`src/askf_pkg.sv`:
```
// Shared types, constants and saturating arithmetic helpers for the adaptive
// scalar Kalman filter. Depends on nothing; used by askf_mul and the filter top level.
package askf_pkg;

    typedef logic signed [63:0] s64_t;

    // Sequencer states of the filter datapath.
    typedef enum logic [4:0] {
        ST_IDLE,
        ST_PREP,
        ST_DZ,
        ST_GAIN,
        ST_KDZ,
        ST_COV,
        ST_POW,
        ST_DK,
        ST_BIAS,
        ST_DRIFT,
        ST_EE,
        ST_MEAS,
        ST_KE,
        ST_KEKE,
        ST_PROC,
        ST_MEAN,
        ST_D2,
        ST_VAR,
        ST_FINISH,
        ST_OUT
    } state_t;

    // Right shift applied to a finished product.
    typedef enum logic [1:0] {
        SH_FRAC,
        SH_32,
        SH_16
    } shsel_t;

    typedef struct packed {
        logic   start;
        shsel_t sh;
    } mul_req_t;

    // Configuration register indexes.
    localparam logic [1:0] CFG_MODE   = 2'd0;
    localparam logic [1:0] CFG_PNOISE = 2'd1;
    localparam logic [1:0] CFG_MNOISE = 2'd2;
    localparam logic [1:0] CFG_FORGET = 2'd3;

    localparam logic [47:0] NOISE_RST  = 48'd42950;
    localparam logic [15:0] FORGET_RST = 16'd64881;
    localparam logic [31:0] POW_RST    = 32'hFFFF_FFFF;
    localparam logic [47:0] MASK48     = 48'hFFFF_FFFF_FFFF;
    localparam s64_t        S64_MAX    = 64'sh7FFF_FFFF_FFFF_FFFF;
    localparam s64_t        S64_MIN    = 64'sh8000_0000_0000_0000;
    localparam s64_t        DK_ONE     = 64'sh0000_0001_0000_0000;

    function automatic logic [63:0] mag(input s64_t v);
        return v[63] ? 64'(-v) : 64'(v);
    endfunction

    // Signed value from a magnitude and a sign, saturated to 64 bits.
    function automatic s64_t from_mag(input logic [63:0] m, input logic neg);
        if (neg) begin
            if (m > 64'h8000_0000_0000_0000) begin
                return S64_MIN;
            end
            return s64_t'(-m);
        end
        if (m[63]) begin
            return S64_MAX;
        end
        return s64_t'(m);
    endfunction

    function automatic s64_t sadd(input s64_t a, input s64_t b);
        s64_t s;
        s = a + b;
        if ((a[63] == b[63]) && (s[63] != a[63])) begin
            return a[63] ? S64_MIN : S64_MAX;
        end
        return s;
    endfunction

    function automatic s64_t ssub(input s64_t a, input s64_t b);
        s64_t d;
        d = a - b;
        if ((a[63] != b[63]) && (d[63] != a[63])) begin
            return a[63] ? S64_MIN : S64_MAX;
        end
        return d;
    endfunction

    function automatic logic [47:0] clamp48(input s64_t v);
        if (v[63]) begin
            return 48'd0;
        end
        if (|v[62:48]) begin
            return MASK48;
        end
        return v[47:0];
    endfunction

endpackage

```
`src/askf_mul.sv`:
```
// Bit-serial 64 x 64 magnitude multiplier with a selectable right shift and
// signed saturation of the result. Depends on askf_pkg.
module askf_mul #(
    parameter int FRAC_BITS = 32
) (
    input  logic              aclk,
    input  logic              aresetn,
    input  askf_pkg::mul_req_t req_i,
    input  askf_pkg::s64_t    a_i,
    input  askf_pkg::s64_t    b_i,
    output logic              done_o,
    output askf_pkg::s64_t    res_o
);

    localparam logic [5:0] LAST_STEP = 6'd63;

    logic                busy_reg;
    logic                fin_reg;
    logic                done_reg;
    logic [5:0]          cnt_reg;
    logic [63:0]         mcand_reg;
    logic [127:0]        prod_reg;
    logic                neg_reg;
    askf_pkg::shsel_t    sh_reg;
    askf_pkg::s64_t      res_reg;

    logic [64:0]  sum;
    logic [127:0] shifted;
    logic [63:0]  mag_sat;

    // One multiplier bit per cycle: add the multiplicand into the upper half,
    // then shift the whole product right.
    assign sum = {1'b0, prod_reg[127:64]} + (prod_reg[0] ? {1'b0, mcand_reg} : 65'd0);

    always_comb begin
        case (sh_reg)
            askf_pkg::SH_FRAC: shifted = prod_reg >> FRAC_BITS;
            askf_pkg::SH_32:   shifted = prod_reg >> 32;
            askf_pkg::SH_16:   shifted = prod_reg >> 16;
            default:           shifted = prod_reg;
        endcase
        mag_sat = (|shifted[127:64]) ? {64{1'b1}} : shifted[63:0];
    end

    always_ff @(posedge aclk) begin
        if (!aresetn) begin
            busy_reg <= 1'b0;
            fin_reg  <= 1'b0;
            done_reg <= 1'b0;
        end else begin
            fin_reg  <= 1'b0;
            done_reg <= fin_reg;
            if (req_i.start) begin
                busy_reg  <= 1'b1;
                cnt_reg   <= 6'd0;
                mcand_reg <= askf_pkg::mag(a_i);
                prod_reg  <= {64'd0, askf_pkg::mag(b_i)};
                neg_reg   <= a_i[63] ^ b_i[63];
                sh_reg    <= req_i.sh;
            end else if (busy_reg) begin
                prod_reg <= {sum, prod_reg[63:1]};
                cnt_reg  <= cnt_reg + 6'd1;
                if (cnt_reg == LAST_STEP) begin
                    busy_reg <= 1'b0;
                    fin_reg  <= 1'b1;
                end
            end
            if (fin_reg) begin
                res_reg <= askf_pkg::from_mag(mag_sat, neg_reg);
            end
        end
    end

    assign done_o = done_reg;
    assign res_o  = res_reg;

endmodule

```
`config.mk`:
```
export PLATFORM = sky130hd
export DESIGN_NAME = askf_mul
export DESIGN_NICKNAME = d
export VERILOG_FILES = /design/src/askf_pkg.sv /design/src/askf_mul.sv
export SDC_FILE = /design/constraint.sdc
export NUM_CORES = 1
export LEC_CHECK = 0
export BUFFER_PORTS_ARGS = -buffer_cell sky130_fd_sc_hd__buf_4
export CAP_MARGIN = 40
export CORE_MARGIN = 2
export CORE_UTILIZATION = 35
export CTS_CLUSTER_DIAMETER = 150
export DETAILED_ROUTE_END_ITERATION = 8
export GPL_ROUTABILITY_DRIVEN = 0
export PLACE_DENSITY = 0.6
export SLEW_MARGIN = 10
export SYNTH_ARGS = -nofsm -noshare
export SYNTH_HDL_FRONTEND = slang
export SYNTH_SLANG_ARGS = --single-unit
```
`constraint.sdc`:
```
create_clock -name aclk -period 6.8 [get_ports aclk]
set_input_delay 1.36 -clock aclk [delete_from_list [all_inputs] [get_ports aclk]]
set_output_delay 1.36 -clock aclk [all_outputs]
set_load 0.05 [all_outputs]
```
==> impl_metrics.yaml <==
route:
  via_per_inst: 5.67
  vias: 16900
  drt.antenna.violating_nets: 0
  firstDrtPassIters: 6
  post_drt_wl_per_cell_um: 19.6
  drtIter0Drc: 1650
  wl_mm: 58.4
  drc: 0
cts:
  cts_resized: 0
  post-cts-setup-buffer-count: 0
  clock-sinks: 268
  htree_levels: 1
  cts_root_buf: "clkbuf_16"
  clk_path_buf_depth: 3
  clkTransAtPathRegs_ns: 0.06
  cts_tree: "done"
  insertion_delay_ns: 0.59
  postCtsHoldBufs: 0
  numCtsBuffers: 31
power:
  power.leakage_nw: 8.41
  power_frac_seq_pct: 43.1
  peakVddDrop_mv: 0.170
  clkPwrFrac_pct: 34.8
  netSwitchingFraction_pct: 30.3
  internal_power_mw: 3.34
  p_switching_mw: 1.45
  p_comb_share_pct: 22.1
  p_per_area_nw_per_um2: 213
synthesis:
  synth_top_area_share_pct: 41.1
  netlist_instances: 2103
  synth_area_per_cell_um2: 9.21
  ys_warn_count: 0
  synth_cell_types: 77
  postSynthNetCount: 2305
  netlist_area_um2: 19400
  ys_seq_area_share_pct: 41.4
  synth_commonest_cells: "267 x nor2_1, 265 x edfxtp_1, 205 x a21oi_1"
  synth_ff_type: "edfxtp_1"
  ys_ff_latch: 268
  synth-edff-count: 265
  yosysMostFrequentCell: "nor2_1"
  synth.area.top_cells: "edfxtp_1 41%, a21oi_1 5.3%, nor2_1 5.2%, xnor2_1 4.4%, ha_1 4.4%"
  synthArstFlopShare_pct: 0
  yosysTopAreaCell: "edfxtp_1"
global_route:
  grt-ovfl-total: 0
  grt_max_degree: 115
  grt_pass1_vias: 16100
  grt_pass1_wl_mm: 89.9
  track_usage_pct: 19.9
  antenna_found_initial: 7
sta:
  setup_viol: 0
  worst_pin_slew_ns: 0.896
  rsz0062_at_grt: "false"
  slew_viol_final: 0
  setup-tns-final_ns: 0
  skew_ns: 0.0124
  timing.final.crit_share_pct: 77.5
  finalHoldViolCount: 0
  slew-limit-headroom_pct: 40.3
  fin_crit_ns: 5.27
  max_freq_mhz: 190
worst_setup_path:
  critPathLaunchType: "flip-flop"
  crit_arrival_ns: 5.62
  required_ns: 7.15
  path_class: "flip-flop to flip-flop"
  cp-end-kind: "flip-flop"
  path_max_fanout: 51
floorplanning:
  die_y_um: 239
  start_util_pct: 35.3
  rows: 86
  die-area_um2: 57200
  fp.coreArea_um2: 54900
  fp.dieW_um: 239
  ioPinCount: 198
finish:
  fin_util_pct: 41.0
  drive_above_1_share_pct: 14.2
  largest_register_ff_count: 128
  nets: 2450
  syn2layout_area_growth_pct: 16.3
flow_run:
  maxCapViolations: 0
outcome:
  status: "complete, no violations"
place:
  dpl.hpwl_mm: 44.2
  port_buffers: 197
min_path:
  holdCritPathClass: "flip-flop to flip-flop"
-- through the flow --
stage | hold WS [ns] | setup WS (ns) | std cells | area (um^2) | total power, mW
floorplan | 0.415 | 1.37 | 2103 | 19400 | 2.80
global placement | 0.433 | 1.71 | 2914 | 21400 | 3.12
detailed placement | 0.452 | 1.66 | 2918 | 21500 | 3.14
CTS | 0.463 | 1.69 | 2976 | 22500 | 4.82
global route | 0.486 | 1.30 | 2978 | 22500 | 5.01
finish | 0.461 | 1.53 | 2978 | 22500 | 4.79
-- kinds of logic after synthesis --
family	count (synthesis)	synth area share, %
adders and majority gates	69	4.50
muxes	87	4.60
and+or+nand+nor	786	19.9
buffers and inverters	139	2.86
xor gates and xnor gates	182	8.23
AOI/OAI and AO/OA	572	18.5
DFF	268	41.4
-- cell type report --
| type | instances | area, um^2 |
|---|---|---|
| antenna | 1 | 2.50 |
| timing repair buffer | 217 | 1670 |
| fill | 5460 | 32400 |
| clock buffer | 33 | 783 |
| clock inverter | 25 | 224 |
| multi-input combinational | 1696 | 10800 |
| sequential | 268 | 8020 |
| tap | 704 | 881 |
| inverter | 34 | 128 |
-- cells in the final DEF (no fill, tap or decap), types with 8 or more instances in the layout --
master       n
a211oi_1    20
a21o_1      41
a21oi_1    205
a221oi_1    13
a22oi_1      8
a31oi_1     14
and2_1      73
and3_1      20
buf_4      212
clkbuf_16   31
clkinv_1     8
edfxtp_1   265
ha_1        68
inv_1       34
mux2_2      15
mux2i_1     71
nand2_1    159
nand2b_1    16
nand3_1     48
nand4_1     22
nor2_1     266
nor2b_1     15
nor3_1      49
nor4_1      34
o21a_1      11
o21ai_0    123
o22ai_1     12
o31ai_1     43
o41ai_1     20
or2_2       17
or3_1       15
or4_1       20
xnor2_1     98
xor2_1      84
-- power groups by stage --
| stage | clock [mW] | combinational (mW) | sequential, mW |
|---|---|---|---|
| finish | 1.67 | 1.06 | 2.06 |
| global placement | 0 | 1.02 | 2.10 |
| detailed placement | 0 | 1.04 | 2.10 |
| floorplan | 0 | 0.751 | 2.04 |
| global route | 1.77 | 1.18 | 2.07 |
| CTS | 1.71 | 1.05 | 2.06 |
-- critical path: stages, from the launching register on --
cell      delay, ns
edfxtp_1       0.88
buf_12         0.39
mux2_2         0.41
mux2i_1        0.39
and4_1         0.26
nand3_1        0.23
nor3_1         0.49
or3b_2         0.50
nor2_1         0.26
a31o_2         0.48
nor2_2         0.05
buf_4          0.26
a221oi_1       0.37
-- routing by layer --
layer | vias to the layer above | track usage [%] | routed length (um)
met1 | 8001 | 26.4 | 25100
li1 | 8130 | - | -
met5 | - | 0 | 63
met2 | 607 | 33.1 | 27500
met4 | 12 | 6.53 | 1990
met3 | 127 | 2.98 | 3680
-- path summary, 6_finish.rpt --
check | startpoint | endpoint | slack [ns] | depth (start not counted)
worst min register to register | busy_reg | fin_reg | 0.46 | 2
worst max register to register | sh_reg[0] | res_o[31] | 1.53 | 12
worst min-delay path | busy_reg | fin_reg | 0.46 | 2
worst max-delay path | sh_reg[0] | res_o[31] | 1.53 | 12
Power figures use the tool's default switching activity.
