==> src/askf_div.sv <==
// Restoring bit-serial divider: 128-bit unsigned dividend by 64-bit divisor,
// one quotient bit per cycle. Depends on nothing.
module askf_div (
    input  logic         aclk,
    input  logic         aresetn,
    input  logic         start_i,
    input  logic [127:0] num_i,
    input  logic [63:0]  den_i,
    output logic         done_o,
    output logic [63:0]  quo_o
);

    localparam logic [6:0] LAST_STEP = 7'd127;

    logic         busy_reg;
    logic         done_reg;
    logic [6:0]   cnt_reg;
    logic [127:0] num_reg;
    logic [63:0]  rem_reg;
    logic [63:0]  den_reg;

    logic [64:0] rem_sh;
    logic [64:0] rem_sub;
    logic        ge;

    assign rem_sh  = {rem_reg, num_reg[127]};
    assign rem_sub = rem_sh - {1'b0, den_reg};
    assign ge      = rem_sh >= {1'b0, den_reg};

    always_ff @(posedge aclk) begin
        if (!aresetn) begin
            busy_reg <= 1'b0;
            done_reg <= 1'b0;
        end else begin
            done_reg <= 1'b0;
            if (start_i) begin
                busy_reg <= 1'b1;
                cnt_reg  <= 7'd0;
                num_reg  <= num_i;
                rem_reg  <= 64'd0;
                den_reg  <= den_i;
            end else if (busy_reg) begin
                rem_reg <= ge ? rem_sub[63:0] : rem_sh[63:0];
                num_reg <= {num_reg[126:0], ge};
                cnt_reg <= cnt_reg + 7'd1;
                if (cnt_reg == LAST_STEP) begin
                    busy_reg <= 1'b0;
                    done_reg <= 1'b1;
                end
            end
        end
    end

    assign done_o = done_reg;
    assign quo_o  = num_reg[63:0];

endmodule

==> config.mk <==
export PLATFORM = sky130hd
export DESIGN_NAME = askf_div
export DESIGN_NICKNAME = d
export VERILOG_FILES = /design/src/askf_div.sv
export SDC_FILE = /design/constraint.sdc
export NUM_CORES = 1
export LEC_CHECK = 0
export BUFFER_PORTS_ARGS = -buffer_cell sky130_fd_sc_hd__buf_2
export CAP_MARGIN = 15
export CORE_UTILIZATION = 35
export DETAILED_ROUTE_END_ITERATION = 12
export SLEW_MARGIN = 30
export SYNTH_ARGS = -nofsm -noshare
export SYNTH_HDL_FRONTEND = slang
export SYNTH_SLANG_ARGS = --single-unit
==> constraint.sdc <==
create_clock -name aclk -period 6.15 [get_ports aclk]
set_input_delay 0.615 -clock aclk [delete_from_list [all_inputs] [get_ports aclk]]
set_output_delay 0.615 -clock aclk [all_outputs]
set_load 0.01 [all_outputs]
==> metrics, run 1 <==
status=completed; Worst Tran Pin Value=slightly below 0.9 ns; initial antenna violation count=4; Crit-path slowest cell=o21ai_4; adder-cell area share of the yosys netlist=5.43%; dpl hpwl=26000 um; IO Pins=260; top-count cell post-synth=edfxtp_1; Post-synth ARST share=0%; Tmin final=between 4 and 5 ns; Synth area leaders=edfxtp_1 (51%), mux2_2 (9.4%), ha_1 (5.3%); cells after synthesis=1329; largest family of logic cells by synthesized area=multiplexers; Clock Pin Slew Worst Setup and Hold Paths=around 0.06 ns; drt initial violations=530; Synth Area in Simple Gates=8.72%; multiplexer share of the synthesized area=between 10% and 20%; Via density=5.01; setup TNS=0 ns; Total Wirelength=between 30000 and 40000 um; Max stage delay on crit path=about 0.72 ns; YS warnings=0; CP Launch Type=register; PD cells=296 mW/mm^2; xor/xnor share of the synthesized area=~3.4%; Rel. slew slack=41.0%; die area=about 0.045 mm^2; DRC Markers=0; I/O Buffers=259; post-cts sizing count=0; vias in the first global route=10725; WHS=0.215 ns; Post-Syn Area=0.0153 mm^2; crit-path cells=ha_1 > nand2_1 > nor2_1 > a21o_1 > a31o_1 > a31o_1 > a32o_1 > a21oi_4 > o21ai_4 > buf_12 > mux2i_1 > nor2_1; Inserted Clock Buffers=31; Top delay family on crit path=compound AO/OA/AOI/OAI gates; critical path buffer and inverter count=1; Post-CTS Repair Setup Buffers=0; share of the synthesized area in the top cell type=51.5%; routability cong.=0.901; CTS tree=done; Sink Count=265; Setup CP Type=reg -> reg; Routed Antenna Nets=0; Clock Tree Root=clkbuf_16; Final Cycle Share=roughly 66%; CTS Buffer Depth=3; row count=76; Setup violations, final=0; fin cells=2112; CORE AREA=0.0432 mm^2; H-tree depth=1; Synth area leader=edfxtp_1; Peak supply drop=0.217 mV; Leak Pwr=0.00716 uW; layout cells sized above 1=29.4%; syn_nets=~1600; Synth Area in Compound Gates=11.2%; max reg flops=128; Worst-Skew Late Latency=0.58 ns; maximum number of pins on one net before global-route repair=117; fmax=246 MHz; GRT Util Overall=16.0%; Detailed Routing Iterations Pass 1=5; die height=211 um; placed insts=about 2100; post-layout util=41.0%; first-pass GRT wire length=56800 um; Critical Path End Type=register; syn avg cell area=11.5 um^2; Post-synth top flop=edfxtp_1; grt ovf=0; area growth from synthesis to layout=15.3%; Worst Path Required=6.45 ns; Yosys cell types=63; Chip Width=approximately 210 um; Vias=10571; Initial Util=35.5%; CP max FO=57; HP Class=in -> reg; EDFF count, synth=263; Commonest cells post-synth=edfxtp_1 (263), mux2_2 (128), nor2_1 (113); # nets final=1765; Critical Path AT=4.36 ns; RSZ-0062 raised after global routing=false; pins over their slew limit=0; FILL cells=roughly 4200; synthesis-stage register bit count=265; post-synthesis sequential area ratio=51.7%; Final Hold Fails=0; hold buffers post-CTS=0; Clock Skew=a little under 0.009 ns; # Max-Cap Violations=0; drt wl/cell=17.1 um
## placed cells by master, fill, tap and decap left out, types with 43 or more instances in the layout
cell	n
nor2_1	113
edfxtp_1	263
mux2i_1	44
o21ai_0	43
nand2_1	67
mux2_2	128
buf_2	258
a21oi_1	87
ha_1	65
inv_1	87
## routing by layer
layer / vias up / global-route usage (%) / part of all wire [%]
met4: 8 / 4.20 / 2.4
met5: - / 0 / 0.15
met1: 4996 / 19.8 / 43
li1: 5181 / - / -
met2: 333 / 27.3 / 47
met3: 53 / 4.52 / 7.6
## power by group
part	switching, uW	internal, uW
combinational	680	500
clock	738	1080
sequential	63.5	2170
total	1480	3760
## worst reg2reg max path, cell delays in order, from the launching register on
cell and delay [ns]:
edfxtp_1 0.39, ha_1 0.47, nand2_1 0.15, nor2_1 0.16
a21o_1 0.16, a31o_1 0.24, a31o_1 0.32, a32o_1 0.28
a21oi_4 0.11, o21ai_4 0.73, buf_12 0.38, mux2i_1 0.35
nor2_1 0.05
## logic make-up after synthesis
group | Yosys count
compound gates | 266
xor+xnor | 59
fa+ha+maj | 66
buf+inv | 211
flops | 265
mux | 172
simple gates | 290
## per-stage QoR
step | setup slack (ns) | total power (uW) | instance area (um^2)
2_1_floorplan | 0.0133 | 3180 | 15300
3_3_place_gp | 2.22 | 3430 | 16700
3_5_place_dp | 2.11 | 3450 | 16700
4_1_cts | 2.10 | 5310 | 17700
5_1_grt | 1.77 | 5500 | 17700
6_report | 2.09 | 5240 | 17700
## final timing paths
kind	startpoint	to	slack, ns	depth (start not counted)
max	rem_reg[6]$_SDFFCE_PP0P_	rem_reg[6]$_SDFFCE_PP0P_	2.09	12
min	den_i[14]	den_reg[14]$_DFFE_PP_	0.21	1
max reg2reg	rem_reg[6]$_SDFFCE_PP0P_	rem_reg[6]$_SDFFCE_PP0P_	2.09	12
min reg2reg	busy_reg$_SDFF_PN0_	done_o$_SDFF_PP0_	0.44	2
## area by class of cell
class,instances,area [um^2],area share (%)
Inverter,87,327,1.85
Multi-Input combinational cell,853,6310,35.7
Clock buffer,38,802,4.53
Antenna cell,1,2.50,0.0141
Clock inverter,17,188,1.06
Tap cell,585,732,4.14
Timing Repair Buffer,266,1390,7.87
Sequential cell,265,7940,44.9
No activity file was read; power rests on OpenSTA's default activity.
==> inputs of run 2 (changes only) <==
Settings changed: ABC_AREA set to 1.
Clock period 6.15 ns to 4 ns, I/O delays scaled along.
==> metrics, run 2 <==
die area=0.0518 mm^2 (+16%); cells after synthesis=2498 (+88%); Initial Util=35.5% (-0.053 points); Clock Skew=0.0454 ns (+0.0365 ns); first-pass GRT wire length=83300 um (+47%); Worst Path Required=4.33 ns (-2.12 ns); commonest cells after routing, fill and taps aside=nand2_1 (1124), inv_1 (418), edfxtp_1 (263); CP Launch Type=register; Yosys cell types=33 (-48%); Post-synth ARST share=0% (unchanged); overall power=9250 uW (+77%); dpl hpwl=40700 um (+57%); Crit-path slowest cell=edfxtp_1; vias in the first global route=15234 (+42%); PD cells=440 mW/mm^2 (+48%); Worst-Skew Late Latency=0.62 ns (+0.04 ns); CTS tree=done; status=completed; area growth from synthesis to layout=18.2%; Tmin final=3.10 ns (-0.959 ns); CORE AREA=0.0502 mm^2 (+16%); Vias=15462 (+46%); max reg flops=128 (unchanged); drt wl/cell=15.5 um (-9.6%); Peak supply drop=0.349 mV (+61%); fmax=322 MHz (+31%); maximum number of pins on one net before global-route repair=124 (+6.0%); # nets final=3005 (+70%); most frequent CP cell=nor2_1; die height=228 um (+7.6%); syn avg cell area=7.13 um^2 (-38%); Top delay family on crit path=simple AND/OR/NAND/NOR gates; CP max FO=51 (-11%); Post-CTS Repair Setup Buffers=0 (unchanged); Routed Antenna Nets=0 (unchanged); RSZ-0062 raised after global routing=false; post-cts sizing count=0 (unchanged); commonest non-fill, non-tap cell in the layout=nand2_1; share of the synthesized area in the top cell type=44.4% (-7.1 points); synthesis-stage register bit count=265 (unchanged); Post-Syn Area=0.0178 mm^2 (+16%); routability cong.=0.991 (+10%); DRC Markers=0 (unchanged); Final Cycle Share=77.6% (+12 points); critical path buffer and inverter count=1 (unchanged); grt ovf=0 (unchanged); Max stage delay on crit path=0.39 ns (-0.33 ns); # Max-Cap Violations=0 (unchanged); Critical Path End Type=register; I/O Buffers=259 (unchanged); layout cells sized above 1=12.4% (-17 points); Leak Pwr=0.0111 uW (+55%); EDFF count, synth=263 (unchanged); row count=82 (+7.9%); IO Pins=260 (unchanged); Worst Tran Pin Value=0.748 ns (-0.133 ns); Synth area leaders=edfxtp_1 (44%), nand2_1 (24%), inv_1 (8.8%); setup TNS=0 ns (unchanged); drt initial violations=990 (+87%); syn_nets=2759 (+74%); HP Class=in -> reg; post-synthesis sequential area ratio=44.6% (-7.2 points); Clock Tree Root=clkbuf_16; Clock Pin Slew Worst Setup and Hold Paths=0.06 ns (about the same); Post-synth top flop=edfxtp_1; Synth area leader=edfxtp_1; Detailed Routing Iterations Pass 1=5 (unchanged); Total Wirelength=53200 um (+47%); Rel. slew slack=50.1% (+9.1 points); Via density=4.49 (-10%); YS warnings=0 (unchanged); Final Hold Fails=0 (unchanged); crit-path cells=ha_1 > nand2_1 > nor2_1 > nand2_1 > nor2_1 > nand2_2 > nand2_2 > nand2_2 > nand2_4 > inv_4 > nor2_1 > nor2_1; Setup CP Type=reg -> reg; Setup violations, final=0 (unchanged); Sink Count=265 (unchanged); top-count cell post-synth=nand2_1; hold buffers post-CTS=63 (+63); CTS Buffer Depth=3 (unchanged); Chip Width=228 um (+7.6%); pins over their slew limit=0 (unchanged); GRT Util Overall=20.7% (+4.7 points); Critical Path AT=3.43 ns (-0.93 ns); Commonest cells post-synth=nand2_1 (1125), inv_1 (419), edfxtp_1 (263); H-tree depth=1 (unchanged); Inserted Clock Buffers=31 (unchanged); initial antenna violation count=4 (unchanged)
## run 2: cell count changes after synthesis, sizes merged, moves of 45 or more
| cell | change |
|---|---|
| nor2 | +142 |
| nand2 | +1063 |
| nand3b | +53 |
| a21oi | -45 |
| inv | +342 |
| mux2 | -128 |
## run 2: layer usage
metal  global-route usage [%]  routed length, um  up-vias
met2                     34.3              24200      380
met5                        0                 35        -
met4                     4.68               1140        6
met3                     3.74               3060       62
met1                     27.9              24700     6975
li1                         -                  -     8039
## run 2: path summary, 6_finish.rpt
path	from	endpoint	slack (ns)	cells past startpoint
hold reg to reg	num_reg[126]$_DFFE_PP_	num_reg[127]$_DFFE_PP_	0.50	2
setup reg to reg	rem_reg[19]$_SDFFCE_PP0P_	rem_reg[59]$_SDFFCE_PP0P_	0.90	12
hold / removal	den_i[61]	den_reg[61]$_DFFE_PP_	0.01	1
setup / recovery	rem_reg[19]$_SDFFCE_PP0P_	rem_reg[59]$_SDFFCE_PP0P_	0.90	12
## run 2: report_power, final
| group | switching (uW) | internal (uW) | total [uW] |
|---|---|---|---|
| registers | 119 | 3420 | 3540 |
| logic | 1800 | 908 | 2700 |
| clock network | 1200 | 1800 | 3010 |
| total | 3120 | 6130 | 9250 |
## run 2: per-stage QoR
stage | utilization (%) | hold WS, ns | instances | instance area [um^2] | worst slack (ns)
floorplan | - | 0.463 | 2498 | 17800 | 0.0928
global placement | 38.5 | 0.493 | 3320 | 19300 | 0.680
detailed placement | 38.5 | 0.501 | 3320 | 19300 | 0.897
CTS | 41.9 | 0.00549 | 3441 | 21000 | 0.857
global route | 41.9 | 0.00145 | 3442 | 21000 | 0.600
finish | 41.9 | 0.0147 | 3442 | 21000 | 0.898
## run 2: cell families (layout without fill, tap and decap cells)
| kind of cell | Yosys count | after routing | synth area share (%) |
|---|---|---|---|
| AO/OA/AOI/OAI | 56 | 56 | 1.57 |
| AND/OR/NAND/NOR | 1529 | 1529 | 34.4 |
| flip-flops | 265 | 265 | 44.6 |
| other | 0 | 1 | 0 |
| buffers and inverters | 551 | 822 | 13.2 |
| adder cells (fa/ha/maj) | 66 | 66 | 4.68 |
| XOR/XNOR | 31 | 31 | 1.52 |
## run 2: cell type report
class	instances	area, um^2
fill	5273	29100
timing repair buffer	332	2030
antenna	1	2.50
clock inverter	24	282
inverter	432	1630
multi-input combinational	1682	7530
sequential	265	7940
clock buffer	34	787
tap	672	841
